File: config.mk
export PLATFORM = sky130hd
export DESIGN_NAME = srt_prep
export DESIGN_NICKNAME = d
export VERILOG_FILES = /design/src/rtl/core/srt_pkg.sv /design/src/rtl/core/srt_prep.sv
export SDC_FILE = /design/constraint.sdc
export NUM_CORES = 2
export LEC_CHECK = 0
export BUFFER_PORTS_ARGS = -buffer_cell sky130_fd_sc_hd__buf_2
export CAP_MARGIN = 30
export CORE_ASPECT_RATIO = 1.75
export CORE_MARGIN = 2
export CORE_UTILIZATION = 60
export CTS_CLUSTER_DIAMETER = 50
export DETAILED_ROUTE_END_ITERATION = 10
export GPL_ROUTABILITY_DRIVEN = 0
export PLACE_DENSITY_LB_ADDON = 0.1
export RECOVER_POWER = 100
export SYNTH_ARGS = -nofsm -noshare
export SYNTH_HDL_FRONTEND = slang
export SYNTH_SLANG_ARGS = --single-unit
File: constraint.sdc
create_clock -name aclk -period 9 [get_ports aclk]
set_clock_uncertainty 0.15 [all_clocks]
set_input_delay 0.45 -clock aclk [delete_from_list [all_inputs] [get_ports aclk]]
set_output_delay 0.45 -clock aclk [all_outputs]
set_load 0.005 [all_outputs]
File: src/rtl/core/srt_pkg.sv
// Shared types, constants and saturating arithmetic helpers for the
// scaled rigid transform point unit. No dependencies.
`default_nettype none

package srt_pkg;

    // Default coordinate width and the widest coordinate the helpers support.
    localparam int COORD_WIDTH_DEF = 32;
    localparam int COORD_WIDTH_MAX = 64;

    // Fraction bits of the quaternion (Q2.14) and of the scale (Q8.8).
    localparam int QUAT_FRAC  = 14;
    localparam int SCALE_FRAC = 8;

    // Working width for exact sums and products before saturation.
    localparam int WIDE_W = COORD_WIDTH_MAX + 20;

    // Function selector codes carried in tuser.
    localparam logic FUNC_FORWARD = 1'b0;
    localparam logic FUNC_INVERSE = 1'b1;

    // Configuration register indexes.
    localparam logic [2:0] REG_QUAT    = 3'd0;
    localparam logic [2:0] REG_POS_X   = 3'd1;
    localparam logic [2:0] REG_POS_Y   = 3'd2;
    localparam logic [2:0] REG_POS_Z   = 3'd3;
    localparam logic [2:0] REG_SCALE_X = 3'd4;
    localparam logic [2:0] REG_SCALE_Y = 3'd5;
    localparam logic [2:0] REG_SCALE_Z = 3'd6;

    // Register reset values.
    localparam logic [63:0] QUAT_RESET  = 64'd16384;
    localparam logic [15:0] SCALE_RESET = 16'd256;

    // Control that travels with each word through the pipeline.
    typedef struct packed {
        logic valid;
        logic func;
        logic zs;
        logic ov;
    } srt_ctl_t;

    // Clamp a wide signed value to a cw-bit signed range; the top bit flags a clamp.
    function automatic logic [WIDE_W:0] sat_wide(input logic signed [WIDE_W-1:0] x,
                                                 input int unsigned cw);
        logic signed [WIDE_W-1:0] hi;
        logic signed [WIDE_W-1:0] lo;
        hi = (WIDE_W'(1) << (cw - 1)) - WIDE_W'(1);
        lo = ~hi;
        if (x > hi) begin
            return {1'b1, hi};
        end else if (x < lo) begin
            return {1'b1, lo};
        end
        return {1'b0, x};
    endfunction

    // Round half up by sh bits, then clamp to cw bits.
    function automatic logic [WIDE_W:0] rnd_wide(input logic signed [WIDE_W-1:0] x,
                                                 input int unsigned sh,
                                                 input int unsigned cw);
        logic signed [WIDE_W-1:0] t;
        t = x + (WIDE_W'(1) << (sh - 1));
        t = t >>> sh;
        return sat_wide(t, cw);
    endfunction

endpackage

`default_nettype wire

File: src/rtl/core/srt_prep.sv
// Front stages: per-axis scaling (forward) or position subtraction (inverse).
// Depends on srt_pkg.
`default_nettype none

module srt_prep
    import srt_pkg::*;
#(
    parameter int COORD_WIDTH = COORD_WIDTH_DEF
) (
    input  logic                   aclk,
    input  logic                   aresetn,
    input  logic                   en,
    input  srt_ctl_t               ctl_i,
    input  logic [COORD_WIDTH-1:0] pt_i [3],
    input  logic [2:0][31:0]       pos_i,
    input  logic [2:0][15:0]       scale_i,
    output srt_ctl_t               ctl_o,
    output logic [COORD_WIDTH-1:0] v_o [3]
);

    localparam int CW  = COORD_WIDTH;
    localparam int SPW = CW + 16;

    logic signed [SPW-1:0]    prod [3];
    logic signed [WIDE_W-1:0] diff [3];
    logic signed [WIDE_W-1:0] wide_a_next [3];
    logic signed [WIDE_W-1:0] wide_a_reg [3];
    srt_ctl_t                 ctl_a_reg;
    logic [WIDE_W:0]          fit_b [3];
    logic [CW-1:0]            v_b_next [3];
    logic [CW-1:0]            v_b_reg [3];
    srt_ctl_t                 ctl_b_next;
    srt_ctl_t                 ctl_b_reg;

    // Stage A: exact scale product or exact difference to the position.
    always_comb begin
        for (int i = 0; i < 3; i++) begin
            prod[i] = $signed(pt_i[i]) * $signed(scale_i[i]);
            diff[i] = WIDE_W'($signed(pt_i[i])) - WIDE_W'($signed(pos_i[i]));
            wide_a_next[i] = (ctl_i.func == FUNC_INVERSE) ? diff[i] : WIDE_W'(prod[i]);
        end
    end

    // Stage B: round the scale product, or just saturate the difference.
    always_comb begin
        ctl_b_next = ctl_a_reg;
        for (int i = 0; i < 3; i++) begin
            fit_b[i] = (ctl_a_reg.func == FUNC_INVERSE) ?
                       sat_wide(wide_a_reg[i], CW) :
                       rnd_wide(wide_a_reg[i], SCALE_FRAC, CW);
            v_b_next[i] = fit_b[i][CW-1:0];
        end
        ctl_b_next.ov = ctl_a_reg.ov | fit_b[0][WIDE_W] | fit_b[1][WIDE_W] |
                        fit_b[2][WIDE_W];
    end

    // Control registers.
    always_ff @(posedge aclk) begin
        if (!aresetn) begin
            ctl_a_reg <= '0;
            ctl_b_reg <= '0;
        end else if (en) begin
            ctl_a_reg <= ctl_i;
            ctl_b_reg <= ctl_b_next;
        end
    end

    // Payload registers.
    always_ff @(posedge aclk) begin
        if (en) begin
            wide_a_reg <= wide_a_next;
            v_b_reg    <= v_b_next;
        end
    end

    assign ctl_o = ctl_b_reg;
    assign v_o   = v_b_reg;

endmodule

`default_nettype wire

# Yosys cells after proc, flatten, opt, wreduce, memory -nomap -nowiden

Cells that the tools add are included.

Logic and storage cells: 74
Output and inout port bits: 100
Flip-flop bits (word level): 356
Bits of input ports: 247

$mul: 3
Add/subtract/negate cells: 6
Bitwise operators: 3
Magnitude comparators: 12
Multiplexer cells: 36

Operators with widths:

| operator                                              | number |
|---|---|
| two-way mux 85 bit                                    | 21 |
| adder 84 x 9 -> 84 bit (second input constant)        | 3 |
| > comparator 84 x 32 -> 1 bit (second input constant) | 3 |
| < comparator 84 x 32 -> 1 bit (second input constant) | 3 |
| two-way mux 84 bit                                    | 3 |
| > comparator 76 x 32 -> 1 bit (second input constant) | 3 |
| < comparator 76 x 32 -> 1 bit (second input constant) | 3 |
| multiplier 32 x 16 -> 48 bit                          | 3 |
| subtractor 32 x 32 -> 33 bit                          | 3 |
| two-way mux 1 bit                                     | 12 |
| bitwise OR 1 bit                                      | 3 |

# Logic depth before layout (Yosys ltp)

Depth after elaboration: 9
Depth in mapped cells: 26
Depth with buffers taken out: 25

# Worst setup path before layout

Ideal clock, no wire load.

Path kind: input -> register
Start: input port scale_i[31] in the netlist's numbering
End: register wide_a_reg[130] in the netlist's numbering, data pin
Slack: 2.032 ns
Library setup time: 0.271 ns
Cell stages on the path: 23
Data required time: 8.579 ns
Arrival time: 6.547 ns
Buffers on the path: 1
Path through: inv_2 > buf_1 > nor2_1 > fa_1 > fa_1 > fa_1 > fa_1 > fa_1 > inv_1 > fa_1 > inv_1 > ha_1 > a21o_1 > a21o_1 > o21bai_1 > a221o_1 > a221oi_1 > nand4_1 > a21oi_1 > o31ai_1 > a21oi_1 > xor2_1 > o21ai_0

RTL lines:

| element                | line           | text |
|---|---|---|
| start: declaration     | srt_prep.sv:16 | `input logic [2:0][15:0] scale_i,` |
| end signal: assignment | srt_prep.sv:71 | `wide_a_reg <= wide_a_next;` |
| end: declaration       | srt_prep.sv:27 | `logic signed [WIDE_W-1:0] wide_a_reg [3];` |

==> results_dict.tcl <==
set metrics [dict create \
    start_util_pct 60.3 \
    htreeDepth 2 \
    rows 167 \
    synth_area_um2 71200 \
    die_w_um 264 \
    yosys_warnings 0 \
    syn-num-nets 10300 \
    tns_ns 0 \
    drc 0 \
    min_path_type "input port to register" \
    num_io_pins 347 \
    dr.pass1.iters 6 \
    timing.rr.start "wide_a_reg[175]" \
    drt_wl_total_mm 209 \
    ys_ff_latch 248 \
    wl_per_cell_um 21.4 \
    largest_reg_flops 144 \
    endpoint_kind "register" \
    drv_slew 497 \
    numPortBuffers 346 \
    drive_gt1_share_pct 5.08 \
    fmax_ghz 0.122 \
    cts_buffers 36 \
    hpwl_mm 165 \
    post-route-period-util_pct 91.0 \
    nets 10400 \
    antenna_found_initial 8 \
    die_h_um 460 \
    tightest_slew_ns 6.35 \
    cp_max_fo 32 \
    grt_usage_pct 35.8 \
    rr_endpoint "v_o[91]" \
    holdCritStartpoint "aresetn" \
    clk_path_buf_depth 3 \
    critPathKind "input port to register" \
    grt_max_degree 114 \
    r2r_slack_ns 3.79 \
    synth-seq-area-share_pct 10.3 \
    synth_area_per_cell_um2 8.79 \
    hold_violations 0 \
    r2r_cells 12 \
    arrival_ns 8.32 \
    async_flop_share_pct 0 \
    grt_pass1_vias 62200 \
    fin_crit_ns 8.19 \
    drv_cap 7 \
    violations "capacitance limit, slew limit" \
    cts.sinks 248 \
    final_antenna_net_count 0 \
    grt_setup_unrepaired "false" \
    via_count 56700 \
    fin_util_pct 63.4 \
    area_growth_pct 5.20 \
    grt_pass1_wl_mm 334 \
    post_drt_via_cell_ratio 5.81 \
    cts_root_buf "clkbuf_16" \
    slew_headroom_pct -323 \
    clkTransAtPathRegs_ns 0.06 \
    core_um2 118000 \
    post_cts_buffers 0 \
    first_iter_violations 4070 \
    ys.flop_type "edfxtp_1" \
    hold_buffers 3 \
    status "finished, violations left" \
    clkLatencyLatePin_ns 0.57 \
    cp.required_ns 9.13 \
    synth-edff-count 240 \
    die-area_um2 122000 \
    holdPathStages 2 \
    synth_cell_type_count 91 \
    synthCells 8102 \
    tritoncts "yes" \
    startpoint_type "input port" \
    setup_viol 0 \
    post_cts_resized 0 \
    overflow 0 \
    min_to "ctl_o[3]" \
]
-- synth_stat cells, types with 22 or more instances --
cell type	n	area share [%]
a211oi_1	26	0.27
a21o_1	116	1.2
a21oi_1	364	2.6
a21oi_2	30	0.37
a31oi_1	22	0.19
and2_1	619	5.4
and3_1	32	0.28
clkbuf_1	285	1.5
edfxtp_1	240	10
fa_1	1461	41
ha_1	441	7.7
inv_1	1917	10
nand2_1	1111	5.9
nand2b_1	41	0.36
nand3_1	89	0.63
nand4_1	39	0.34
nor2_1	289	1.5
nor2b_1	32	0.28
nor3_1	36	0.25
o21a_1	43	0.45
o21ai_0	188	1.3
o21bai_1	25	0.26
xnor2_1	185	2.3
xor2_1	141	1.7
-- per-layer routing --
metal	vias to the layer above	global-route usage, %	part of all wire, %	wire, µm
met5	-	0	0.022	46
met4	6	21.3	7.3	15100
met3	839	5.48	7.8	16200
met2	2590	62.9	50	105000
met1	28600	41.3	35	72400
li1	24700	-	-	-
-- layout by cell type (no fill, tap or decap), drive strengths merged, types with 141 or more instances in the layout --
cell type  instances
a21oi            394
and2             619
buf              306
edfxtp           240
fa              1461
ha               441
inv             1927
nand2           1116
nor2             291
o21ai            198
xnor2            185
xor2             141
-- final cells by class --
class / instances / area (µm²)
clock buffer: 37 / 905
tap: 1521 / 1900
clock inverter: 27 / 322
sequential: 248 / 7370
fill: 10300 / 43200
multi-input combinational: 5610 / 55200
timing repair buffer: 388 / 1960
inverter: 1921 / 7210
antenna: 4 / 10.0
-- cell families after synthesis --
kind of cell | count (synthesis) | synth area share, %
fa+ha+maj | 1902 | 48.8
mux | 21 | 0.306
flops | 248 | 10.3
simple gates | 2395 | 16.2
compound gates | 966 | 8.41
xor+xnor | 326 | 4.01
buf+inv | 2244 | 11.9
-- critical path, cell delays in order --
cell and delay, ns:
clkbuf_1 1.35, and2_1 0.32, fa_1 0.39, inv_1 0.17, fa_1 0.44, fa_1 0.52
inv_1 0.05, fa_1 0.47, fa_1 0.56, inv_1 0.06, fa_1 0.54, inv_1 0.05
ha_1 0.37, a21oi_1 0.19, o21bai_1 0.08, a221o_1 0.33, a311oi_1 0.35, o31a_1 0.32
nor3_1 0.11, nor4_2 0.49, o311ai_0 0.24, a21oi_1 0.21, xor2_1 0.16, o21ai_0 0.08
-- worst max-delay path by stage --
stage,startpoint,to,cells past startpoint
2_1_floorplan,scale_i[31],wide_a_reg[130],23
3_3_place_gp,scale_i[19],wide_a_reg[130],23
3_5_place_dp,scale_i[44],wide_a_reg[46],24
4_1_cts,scale_i[44],wide_a_reg[46],24
5_1_grt,scale_i[6],wide_a_reg[250],25
6_report,scale_i[6],wide_a_reg[213],24
-- metrics by stage --
step / setup slack, ns / instances / instance area [µm²] / hold WS, ns
floorplan: 2.03 / 8102 / 71200 / 0.332
finish: 0.807 / 9756 / 74900 / 0.0751
global placement: 0.925 / 9682 / 73900 / 0.347
global route: 0.481 / 9752 / 74900 / 0.0778
CTS: 1.48 / 9752 / 75200 / 0.0532
detailed placement: 0.914 / 9685 / 73900 / 0.355
Power is not shown: default switching activity piles up to over one toggle a cycle in this logic, so the estimate is an artifact.
